## src/sv/qkv_pkg.sv

```systemverilog
// Shared types and constants of the quadrature knob volume block.
// Depends on nothing; every other file refers to it by scoped names.
`default_nettype none

package qkv_pkg;

  localparam int unsigned VolumeWidth = 6;
  localparam int unsigned AddrWidth   = 3;
  localparam int unsigned DataWidth   = 32;

  localparam logic [VolumeWidth-1:0] VOLUME_MAX_RESET = 6'd63;
  localparam logic [VolumeWidth-1:0] VOLUME_ZERO      = 6'd0;
  localparam logic [VolumeWidth-1:0] VOLUME_ONE       = 6'd1;

  // Register index, taken from paddr[2]
  localparam logic REG_VOLUME_MAX = 1'b0;

  // Phase pairs, bit 1 = A, bit 0 = B
  localparam logic [1:0] PH_REST   = 2'b11;
  localparam logic [1:0] PH_B_ONLY = 2'b01;
  localparam logic [1:0] PH_A_ONLY = 2'b10;
  localparam logic [1:0] PH_NONE   = 2'b00;

  // Turn codes of a result
  localparam logic [1:0] TURN_NONE  = 2'd0;
  localparam logic [1:0] TURN_RIGHT = 2'd1;
  localparam logic [1:0] TURN_LEFT  = 2'd2;

  typedef enum logic [6:0] {
    S_REST = 7'b0000001,
    S_R1   = 7'b0000010,
    S_R2   = 7'b0000100,
    S_R3   = 7'b0001000,
    S_L1   = 7'b0010000,
    S_L2   = 7'b0100000,
    S_L3   = 7'b1000000
  } phase_state_t;

  typedef struct packed {
    logic right;
    logic left;
  } detent_t;

endpackage

`default_nettype wire

```

## src/sv/quadrature_knob_volume_top.sv

```systemverilog
// Top level of the quadrature knob volume block: sample pipe, register port, assertions.
// Depends on qkv_pkg, qkv_phase_fsm and qkv_volume.
`default_nettype none

// Quadrature knob volume control. Each request on the sample channel carries one
// pin sample of a rotary knob (phase_ab: bit 1 = A, bit 0 = B, both high at rest;
// knob_pressed) and yields exactly one request on the result channel with the
// new volume, a changed flag and the turn code (0 none, 1 right, 2 left). A
// detent counts only when a full phase cycle returns to rest; the volume
// saturates at 0 and at the volume_max register (byte address 0, reset 63).
// A press clears the volume before the same sample's detent is applied.
// Rate: one sample per clock, sustained while result_stall is low. A sample
// lands in an input register, and the phase machine plus counter update sit
// between that register and the result register, where the result waits
// until the result channel takes it.
// The result register frees the input side: a new sample is taken while a
// finished result still waits, and result_stall reaches sample_stall only when
// both registers are full. Write volume_max only while no sample is in flight.
module quadrature_knob_volume_top (
  input  wire logic                                clk,
  input  wire logic                                rst,
  // register port
  input  wire logic                                psel,
  input  wire logic                                penable,
  input  wire logic                                pwrite,
  input  wire logic [qkv_pkg::AddrWidth-1:0]       paddr,
  input  wire logic [qkv_pkg::DataWidth-1:0]       pwdata,
  output logic      [qkv_pkg::DataWidth-1:0]       prdata,
  output logic                                     pready,
  // sample channel
  input  wire logic                                sample_valid,
  output logic                                     sample_stall,
  input  wire logic [1:0]                          phase_ab,
  input  wire logic                                knob_pressed,
  // result channel
  output logic                                     result_valid,
  input  wire logic                                result_stall,
  output logic      [qkv_pkg::VolumeWidth-1:0]     volume,
  output logic                                     changed,
  output logic      [1:0]                          turn
);

  // ---- register port ----
  logic [qkv_pkg::VolumeWidth-1:0] volume_max;
  logic                            reg_index;
  logic                            reg_write;

  assign pready    = 1'b1;
  assign reg_index = paddr[2];
  assign reg_write = psel & penable & pwrite & pready;

  always_ff @(posedge clk) begin
    if (rst) begin
      volume_max <= qkv_pkg::VOLUME_MAX_RESET;
    end else if (reg_write && (reg_index == qkv_pkg::REG_VOLUME_MAX)) begin
      volume_max <= pwdata[qkv_pkg::VolumeWidth-1:0];
    end
  end

  // Read back the limit; anything beyond the register list reads zero
  always_comb begin
    prdata = '0;
    if (reg_index == qkv_pkg::REG_VOLUME_MAX) begin
      prdata = {{(qkv_pkg::DataWidth-qkv_pkg::VolumeWidth){1'b0}}, volume_max};
    end
  end

  // ---- input register ----
  logic       s1_valid;
  logic [1:0] s1_phase_ab;
  logic       s1_pressed;
  logic       result_free;
  logic       s1_advance;
  logic       sample_take;

  // The result slot takes a new request when empty or when its request leaves now
  assign result_free  = ~result_valid | ~result_stall;
  assign s1_advance   = s1_valid & result_free;
  assign sample_stall = s1_valid & ~result_free;
  assign sample_take  = sample_valid & ~sample_stall;

  always_ff @(posedge clk) begin
    if (rst) begin
      s1_valid <= 1'b0;
    end else if (sample_take) begin
      s1_valid <= 1'b1;
    end else if (s1_advance) begin
      s1_valid <= 1'b0;
    end
  end

  // Hold the payload while stalled; load only on acceptance
  always_ff @(posedge clk) begin
    if (sample_take) begin
      s1_phase_ab <= phase_ab;
      s1_pressed  <= knob_pressed;
    end
  end

  // ---- step logic ----
  qkv_pkg::detent_t                detent;
  logic [qkv_pkg::VolumeWidth-1:0] volume_next;
  logic                            changed_next;
  logic [1:0]                      turn_next;

  qkv_phase_fsm u_phase_fsm (
    .clk      (clk),
    .rst      (rst),
    .advance  (s1_advance),
    .phase_ab (s1_phase_ab),
    .detent   (detent)
  );

  qkv_volume u_volume (
    .clk         (clk),
    .rst         (rst),
    .advance     (s1_advance),
    .pressed     (s1_pressed),
    .detent      (detent),
    .volume_max  (volume_max),
    .volume_next (volume_next),
    .changed     (changed_next)
  );

  always_comb begin
    if (detent.right) begin
      turn_next = qkv_pkg::TURN_RIGHT;
    end else if (detent.left) begin
      turn_next = qkv_pkg::TURN_LEFT;
    end else begin
      turn_next = qkv_pkg::TURN_NONE;
    end
  end

  // ---- result register ----
  always_ff @(posedge clk) begin
    if (rst) begin
      result_valid <= 1'b0;
    end else if (s1_advance) begin
      result_valid <= 1'b1;
    end else if (!result_stall) begin
      result_valid <= 1'b0;
    end
  end

  always_ff @(posedge clk) begin
    if (s1_advance) begin
      volume  <= volume_next;
      changed <= changed_next;
      turn    <= turn_next;
    end
  end

`ifndef NO_ASSERTIONS
  // A waiting sample moves into an empty result slot on the next edge
  a_fill_result: assert property (@(posedge clk) disable iff (rst)
    (s1_valid && !result_valid) |=> result_valid)
    else $error("waiting sample did not reach empty result slot");

  // Every completed detent is reported as a change
  a_turn_changed: assert property (@(posedge clk) disable iff (rst)
    (result_valid && turn != qkv_pkg::TURN_NONE) |-> changed)
    else $error("detent reported without change flag");

  // A press clears the volume, so at most one detent step remains
  a_press_clears: assert property (@(posedge clk) disable iff (rst)
    (s1_advance && s1_pressed) |=> (changed && volume <= qkv_pkg::VOLUME_ONE))
    else $error("press did not clear the volume");
`endif

endmodule

`default_nettype wire

```

## src/sv/qkv_phase_fsm.sv

```systemverilog
// Phase sequence tracker: seven-state one-hot machine, one detent per full cycle.
// Depends on qkv_pkg.
`default_nettype none

module qkv_phase_fsm (
  input  wire logic            clk,
  input  wire logic            rst,
  input  wire logic            advance,
  input  wire logic [1:0]      phase_ab,
  output qkv_pkg::detent_t     detent
);

  qkv_pkg::phase_state_t phase_state, phase_state_next;

  always_comb begin
    phase_state_next = phase_state;
    detent = '0;
    case (phase_state)
      qkv_pkg::S_REST: begin
        if (phase_ab == qkv_pkg::PH_B_ONLY) phase_state_next = qkv_pkg::S_R1;
        else if (phase_ab == qkv_pkg::PH_A_ONLY) phase_state_next = qkv_pkg::S_L1;
      end
      qkv_pkg::S_R1: begin
        if (phase_ab == qkv_pkg::PH_REST) phase_state_next = qkv_pkg::S_REST;
        else if (phase_ab == qkv_pkg::PH_NONE) phase_state_next = qkv_pkg::S_R2;
      end
      qkv_pkg::S_R2: begin
        if (phase_ab == qkv_pkg::PH_B_ONLY) phase_state_next = qkv_pkg::S_R1;
        else if (phase_ab == qkv_pkg::PH_A_ONLY) phase_state_next = qkv_pkg::S_R3;
      end
      qkv_pkg::S_R3: begin
        if (phase_ab == qkv_pkg::PH_REST) begin
          phase_state_next = qkv_pkg::S_REST;
          detent.right = 1'b1;
        end else if (phase_ab == qkv_pkg::PH_NONE) begin
          phase_state_next = qkv_pkg::S_R2;
        end
      end
      qkv_pkg::S_L1: begin
        if (phase_ab == qkv_pkg::PH_NONE) phase_state_next = qkv_pkg::S_L2;
        else if (phase_ab == qkv_pkg::PH_REST) phase_state_next = qkv_pkg::S_REST;
      end
      qkv_pkg::S_L2: begin
        if (phase_ab == qkv_pkg::PH_B_ONLY) phase_state_next = qkv_pkg::S_L3;
        else if (phase_ab == qkv_pkg::PH_A_ONLY) phase_state_next = qkv_pkg::S_L1;
      end
      qkv_pkg::S_L3: begin
        if (phase_ab == qkv_pkg::PH_REST) begin
          phase_state_next = qkv_pkg::S_REST;
          detent.left = 1'b1;
        end else if (phase_ab == qkv_pkg::PH_NONE) begin
          phase_state_next = qkv_pkg::S_L2;
        end
      end
      default: begin
        phase_state_next = phase_state;
      end
    endcase
  end

  always_ff @(posedge clk) begin
    if (rst) begin
      phase_state <= qkv_pkg::S_REST;
    end else if (advance) begin
      phase_state <= phase_state_next;
    end
  end

endmodule

`default_nettype wire

```

## src/sv/qkv_volume.sv

```systemverilog
// Saturating volume counter: clear on press, then step by the detent.
// Depends on qkv_pkg.
`default_nettype none

module qkv_volume (
  input  wire logic                              clk,
  input  wire logic                              rst,
  input  wire logic                              advance,
  input  wire logic                              pressed,
  input  wire qkv_pkg::detent_t                  detent,
  input  wire logic [qkv_pkg::VolumeWidth-1:0]   volume_max,
  output logic      [qkv_pkg::VolumeWidth-1:0]   volume_next,
  output logic                                   changed
);

  logic [qkv_pkg::VolumeWidth-1:0] volume_count;
  logic [qkv_pkg::VolumeWidth-1:0] base;

  always_comb begin
    base = pressed ? qkv_pkg::VOLUME_ZERO : volume_count;
    volume_next = base;
    if (detent.right && (base < volume_max)) begin
      volume_next = base + qkv_pkg::VOLUME_ONE;
    end else if (detent.left && (base != qkv_pkg::VOLUME_ZERO)) begin
      volume_next = base - qkv_pkg::VOLUME_ONE;
    end
    changed = pressed | detent.right | detent.left;
  end

  always_ff @(posedge clk) begin
    if (rst) begin
      volume_count <= qkv_pkg::VOLUME_ZERO;
    end else if (advance) begin
      volume_count <= volume_next;
    end
  end

endmodule

`default_nettype wire
```

## config.mk

```make
export PLATFORM = sky130hd
export DESIGN_NAME = quadrature_knob_volume_top
export DESIGN_NICKNAME = d
export VERILOG_FILES = /design/src/sv/qkv_pkg.sv /design/src/sv/quadrature_knob_volume_top.sv /design/src/sv/qkv_phase_fsm.sv /design/src/sv/qkv_volume.sv
export SDC_FILE = /design/constraint.sdc
export NUM_CORES = 1
export LEC_CHECK = 0
export ABC_AREA = 1
export BUFFER_PORTS_ARGS = -buffer_cell sky130_fd_sc_hd__buf_2
export CAP_MARGIN = 20
export CORE_ASPECT_RATIO = 0.5
export CORE_MARGIN = 2
export CORE_UTILIZATION = 36
export DETAILED_ROUTE_END_ITERATION = 7
export GPL_TIMING_DRIVEN = 1
export PLACE_DENSITY = 0.59
export SYNTH_ARGS = -nofsm -noshare
export SYNTH_HDL_FRONTEND = slang
export SYNTH_HIERARCHICAL = 1
export SYNTH_SLANG_ARGS = --single-unit
```

## constraint.sdc

```tcl
create_clock -name clk -period 2.1 [get_ports clk]
set_input_delay 0.315 -clock clk [delete_from_list [all_inputs] [get_ports clk]]
set_output_delay 0.315 -clock clk [all_outputs]
set_load 0.1 [all_outputs]
```

==> results of run 1 <==
-- synth_stat cells, drive strengths merged --
library cell    n  area, µm²
xnor2           1       8.76
nand4           3       18.8
dfxtp          21        420
a21oi          10       50.1
inv            60        228
o21bai          1       7.51
conb            2       7.51
nand3b          1       7.51
nor2           55        275
o21ai           9       45.0
nand3          44        248
edfxtp         12        360
nor3            2       15.0
nand2         110        463
buf            29        221
ha              9        113
-- final cells by class --
class | count | area [µm²]
clock buffers | 5 | 125
clock inverters | 3 | 17.5
fillers | 734 | 3790
inverters | 60 | 228
multi-input cells | 272 | 1350
flip-flops and latches | 33 | 782
well taps | 92 | 115
repair buffers | 46 | 263
-- worst max-delay path, cell delays in order, from the launching register on --
cell and delay [ps]:
edfxtp_1 440, buf_4 190, nor2_2 180, inv_2 80
ha_1 190, inv_1 60, nor2_2 30, nand2_1 100
nand2_4 90, nand2_1 70, o21ai_1 50, nand2_1 70
nand2_1 100
-- sequential cells by signal (all words and copies together), names as in the netlist --
name                     flops
turn                         2
s1_valid                     1
volume_max                   6
s1_phase_ab                  2
changed                      1
s1_pressed                   1
volume                       6
u_volume/volume_count        6
result_valid                 1
u_phase_fsm/phase_state      7
-- routing by layer --
layer | share of wire (%) | wire length (µm) | global-route usage (%)
met5 | 0 | 0 | 0
met4 | 1.4 | 72 | 5.17
met3 | 4.2 | 215 | 2.74
met2 | 44 | 2210 | 22.8
met1 | 51 | 2570 | 18.9
-- final timing paths --
path / slack (ps) / start / end
worst max-delay path: 170 / s1_pressed / volume[1]
worst min-delay path: 200 / knob_pressed / s1_pressed
worst max register to register: 170 / s1_pressed / volume[1]
worst min register to register: 460 / s1_valid / result_valid
-- metrics by stage --
step                      instances  worst slack (ps)  util [%]
after CTS                       511               170      43.2
after floorplan                 394               125         -
after global routing            511              17.1      43.2
after detailed placement        503               193      41.1
after global placement          503               203      41.1
final                           511               171      43.2
-- logic make-up (layout without fill, tap and decap cells) --
family | after synthesis | count (layout) | synth area share (%)
compound gates | 20 | 20 | 4.12
xor+xnor | 1 | 1 | 0.352
fa+ha+maj | 9 | 9 | 4.52
buf+inv | 89 | 114 | 18.0
flops | 33 | 33 | 31.4
other cells | 2 | 27 | 0.302
simple gates | 215 | 215 | 41.3
-- power breakdown --
part / switching (mW) / leakage [nW] / internal (mW)
Sequential: 0.0459 / 0.289 / 0.722
Combinational: 0.643 / 1.27 / 0.205
Clock: 0.288 / 0.0696 / 0.435
==> impl_metrics.toml, run 1 <==
[die]
fp.dieH_um = 62.8
die-width_um = 122
core_area_um2 = 6670
rows = 21
die-area_um2 = 7630
io_pins = 89
initial_core_util_pct = 37.3

[clock_tree]
cts.path.max_buffers = 2
cts.htree.levels = 2
cts_resized = 0
clock-root-buffer = "clkbuf_16"
hold_buffers = 0
numCtsBuffers = 5
clkLatencyLatePin_ps = 280
cts_setup_buffers = 0
numClockSinks = 33
clk_pin_slew_ps = 60
cts_tree = "built"

[grt]
grt_pass1_wl_um = 8600
antenna_found_initial = 0
grt_overflow = 0
grt_start_max_net_pins = 19
grt.total_usage_pct = 14.1
grt_pass1_vias = 1898

[place]
dp_hpwl_um = 4000
gp_congestion = 0.888
dpl_cell_area_um2 = 2740
port_buffers = 33

[drt]
drt-total-wl_um = 5070
dr.first_iter.drc_count = 130
drt_pass1_iterations = 4
drc = 0
wl_per_cell_um = 9.92
postRouteAntennaNets = 0
viasPerCell = 4.25
num_vias = 2173

[timing]
hold_viol = 0
rsz0062_at_grt = "no"
fin_hold_ws_ps = 204
clock_skew_ps = 8.27
period_share_pct = 91.9
fmax_ghz = 0.518
fin_crit_ps = 1930
tns_ps = 0
finalSetupViolCount = 0
drv_slew = 0

[finish]
drive_gt1_share_pct = 22.0
fin_nets = 472
layout_commonest_cell = "nand2_1"
final_cell_mix = "nand2_1, inv_1, nor2_1, nand3_1, buf_2"
finalInstanceArea_um2 = 2880
syn_to_final_growth_pct = 15.8
diodes = 0

[power_and_ir_drop]
vdd_drop_max_v = 0.000255
power_density_nw_per_um2 = 811
p_total_mw = 2.34
p_leak_nw = 1.63

[synth]
synth_cell_types = 28
syn_area_um2 = 2490
syn_inst = 369
synth-seq-cells = 33
syn_area_per_cell_um2 = 6.74
yosysWarningCount = 6
seq_area_frac_synth_pct = 31.4

[worst_setup_path]
end_kind = "register"
critPathLaunchType = "register"
crit_fanout = 7
worst-setup-path-type = "reg -> reg"
crit_arrival_ps = 1940
required_ps = 2110
reg2reg_depth = 12

[status]
status = "finished clean"

[hold_path]
hold_class = "in -> reg"
hold_path_depth = 1

[job]
drv_cap = 0
No activity file was read; power rests on OpenSTA's default activity.
==> run 2: changes to the inputs <==
CORE_ASPECT_RATIO = 0.9   (was 0.5)
==> impl_metrics.toml, run 2 (synthesis gave the netlist of run 1 again) <==
[worst_setup_path]
end_kind = "register"
crit_fanout = 7
worst-setup-path-type = "reg -> reg"
required_ps = 2140
crit_arrival_ps = 1970
critPathLaunchType = "register"

[job]
drv_cap = 0

[timing]
hold_viol = 0
fmax_ghz = 0.516
tns_ps = 0
fin_ws_ps = 162
drv_slew = 0
rsz0062_at_grt = "no"
finalSetupViolCount = 0
fin_crit_ps = 1940
clock_skew_ps = 8.56
period_share_pct = 92.3

[power_and_ir_drop]
clkPwrFrac_pct = 22.1
p_comb_share_pct = 40.6
power_density_nw_per_um2 = 744
internal_power_mw = 1.15
swShare_pct = 44.8
p_leak_nw = 1.58
p_seq_share_pct = 37.3
p_total_mw = 2.08
p_switching_uw = 931
vdd_drop_max_v = 0.000289

[clock_tree]
cts.path.max_buffers = 2
numCtsBuffers = 5
cts_tree = "built"
numClockSinks = 33
clkLatencyLatePin_ps = 280
cts.htree.levels = 2
clk_pin_slew_ps = 70
clock-root-buffer = "clkbuf_8"

[drt]
dr.first_iter.drc_count = 179
drt_pass1_iterations = 4
wl_per_cell_um = 10.2
viasPerCell = 4.31
postRouteAntennaNets = 0
drc = 0
num_vias = 2177
drt-total-wl_um = 5170

[finish]
largest_reg_flops = 7
layout_commonest_cell = "nand2_1"
fin_nets = 468
syn_to_final_growth_pct = 12.3
diodes = 0
final_cell_mix = "nand2_1, inv_1, nor2_1, nand3_1, buf_2"
drive_gt1_share_pct = 21.2
regMostFlops = "u_phase_fsm/phase_state"

[die]
initial_core_util_pct = 37.6
io_pins = 89
rows = 28
die-area_um2 = 7590
fp.dieH_um = 82.9
die-width_um = 91.6
core_area_um2 = 6620

[status]
status = "finished clean"

[grt]
grt_start_max_net_pins = 19
antenna_found_initial = 0
grt_pass1_wl_um = 8840
grt_overflow = 0
grt_pass1_vias = 1916
grt.total_usage_pct = 14.2

[hold_path]
hold_class = "in -> reg"

[place]
post-place-ws_ps = 136
port_buffers = 33
gp_congestion = 0.862
dp_hpwl_um = 4050
==> run 2: layout make-up <==
class                      instances  area [µm²]
timing repair buffer              42         233
clock buffer                       8        80.1
tap                               90         113
multi-input combinational        272        1360
sequential                        33         782
inverter                          60         228
fill                             709        3830
==> run 2: per-layer routing <==
| metal | vias to the layer above | track usage, % | share of wire, % |
|---|---|---|---|
| met1 | 934 | 20.6 | 52 |
| met5 | - | 0 | 0 |
| met2 | 63 | 21.0 | 42 |
| li1 | 1176 | - | - |
| met3 | 4 | 3.63 | 5.5 |
| met4 | 0 | 3.31 | 0.74 |
==> run 2: final timing paths <==
kind,start,end,slack [ps],depth (start not counted)
setup / recovery,s1_pressed,volume[4],160,10
setup reg to reg,s1_pressed,volume[4],160,10
hold reg to reg,s1_valid,result_valid,460,2
hold / removal,phase_ab[1],s1_phase_ab[1],210,1
==> run 2: worst max-delay path, cell delays in order, from the launching register on <==
cell and delay (ps):
edfxtp_1 510, inv_4 80, nand2_2 100, inv_2 50, ha_1 300, nand3_2 120
nor2_4 170, nor2_8 70, buf_4 130, nand3_1 70, nand2_1 70
==> run 2: repair_timing <==
action	4_1_cts	5_1_grt
setup buffers	0	2
resized for setup	0	3
hold buffers	0	0
endpoints found under the setup margin	0	12
==> run 2: per-stage QoR <==
stage                     hold WS [ps]  utilization, %  std cells  instance area (µm²)
after floorplan                    377               -        394                 2580
after global placement             450            40.7        495                 2690
after detailed placement           461            40.7        495                 2690
after CTS                          202            41.9        503                 2770
after global routing               201            42.2        505                 2800
final                              211            42.2        505                 2800
==> run 2: power by group through the flow <==
stage	clock network [mW]	registers [mW]	logic, mW
after floorplan	0	0.840	0.684
after global placement	0	0.789	0.817
after detailed placement	0	0.789	0.825
after CTS	0.472	0.775	0.833
after global routing	0.495	0.782	0.918
final	0.460	0.775	0.843
==> run 3: changes to the inputs <==
PLACE_DENSITY = default   (was 0.59)
==> impl_metrics.toml, run 3 (synthesis gave the netlist of run 1 again) <==
[status]
status = "finished clean"

[drt]
viasPerCell = 4.32
num_vias = 2176
dr.first_iter.drc_count = 147
drt_pass1_iterations = 4
postRouteAntennaNets = 0
drt-total-wl_um = 5130
wl_per_cell_um = 10.2
drc = 0

[timing]
fmax_ghz = 0.508
tns_ps = 0
fin_crit_ps = 1970
fin_ws_ps = 132
hold_viol = 0
fin_hold_ws_ps = 203
period_share_pct = 93.7
drv_slew = 0
finalSetupViolCount = 0
clock_skew_ps = 7.19
rsz0062_at_grt = "no"

[worst_setup_path]
worst-setup-path-type = "reg -> reg"
critPathLaunchType = "register"
crit_arrival_ps = 2000
reg2reg_depth = 11
setup.worst_path.start = "s1_pressed"
required_ps = 2130
r2r-start = "s1_pressed"
slowest_stage = "edfxtp_1"
crit_fanout = 5
path_cells = "inv_4 > nand2_4 > inv_1 > ha_1 > o21bai_1 > nand2_1 > nor2_4 > nor2_8 > buf_12 > nand3_1 > nand2_1"
r2r_setup_slack_ps = 130
critPathMaxStageDelay_ps = 530
cpMostUsedCell = "nand2_1"
timing.rr.end = "volume[4]"
end_kind = "register"

[clock_tree]
numClockSinks = 33
clk_pin_slew_ps = 70
cts.path.max_buffers = 2
cts_tree = "built"
numCtsBuffers = 5
hold_buffers = 0
clock-root-buffer = "clkbuf_8"
cts.htree.levels = 2
cts_setup_buffers = 0
clkLatencyLatePin_ps = 290

[power_and_ir_drop]
vdd_drop_max_v = 0.000287
power_density_nw_per_um2 = 751
p_leak_nw = 1.59

[die]
die-area_um2 = 7590
fp.dieH_um = 82.9
core_area_um2 = 6620
die-width_um = 91.6
rows = 28
io_pins = 89
initial_core_util_pct = 37.6

[finish]
drive_gt1_share_pct = 21.3
syn_to_final_growth_pct = 13.2
largest_reg_flops = 7
diodes = 0
final_cell_mix = "nand2_1, inv_1, nor2_1, nand3_1, buf_2"
instances_no_fill = 504
regMostFlops = "u_phase_fsm/phase_state"
fin_nets = 467
layout_commonest_cell = "nand2_1"

[place]
port_buffers = 33
place_inst = 496
dp_hpwl_um = 4160
post-place-ws_ps = 92.7
gp_congestion = 0.888

[grt]
grt_overflow = 0
grt_pass1_wl_um = 8890
grt_start_max_net_pins = 19
grt.total_usage_pct = 14.2
antenna_found_initial = 0
grt_pass1_vias = 1990

[hold_path]
hp-start = "knob_pressed"
min_to = "s1_pressed"
hold_class = "in -> reg"
hold_path_depth = 1

[job]
drv_cap = 0
==> run 3: timing repair <==
action	4_1_cts	5_1_grt
hold endpoints to repair	0	0
setup endpoints to repair	0	12
gates resized for setup	0	3
==> run 3: power by group <==
part | internal (mW) | switching (mW) | total, mW
sequential | 0.721 | 0.0490 | 0.770
clock | 0.260 | 0.242 | 0.502
combinational | 0.194 | 0.648 | 0.842
total | 1.18 | 0.939 | 2.11
==> run 3: per-stage QoR <==
step           util (%)  power [mW]  cell area (µm²)
6_report           42.6        2.11             2820
5_1_grt            42.6        2.24             2820
3_3_place_gp       41.0        1.61             2710
3_5_place_dp       41.0        1.62             2710
2_1_floorplan         -        1.52             2580
4_1_cts            42.3        2.13             2800
==> run 3: how the worst max path moves through the flow <==
stage           endpoint  cells past startpoint
6_report       volume[4]                     11
2_1_floorplan  prdata[3]                      2
4_1_cts        volume[5]                     10
5_1_grt        volume[5]                     11
3_5_place_dp   volume[5]                     10
3_3_place_gp   volume[5]                     10
==> run 3: area by class of cell <==
cell class              count  area [µm²]
clock buffers               6        82.6
clock inverters             2        8.76
fillers                   717        3800
inverters                  60         228
multi-input cells         272        1370
flip-flops and latches     33         782
well taps                  90         113
repair buffers             41         238
==> run 3: worst max-delay path: cells and delay by family, from the launching register on <==
| kind | cells | cell delay, ps |
|---|---|---|
| adder cells (fa/ha/maj) | 1 | 160 |
| AO/OA/AOI/OAI | 1 | 100 |
| AND/OR/NAND/NOR | 6 | 510 |
| flip-flops | 1 | 530 |
| buffers and inverters | 3 | 410 |
==> run 3: metal layers <==
metal | vias to the layer above | global-route usage [%] | share of wire (%)
met1 | 931 | 19.5 | 51
met4 | 0 | 3.31 | 0.53
met3 | 4 | 3.18 | 5.7
met5 | - | 0 | 0
li1 | 1177 | - | -
met2 | 64 | 22.6 | 43
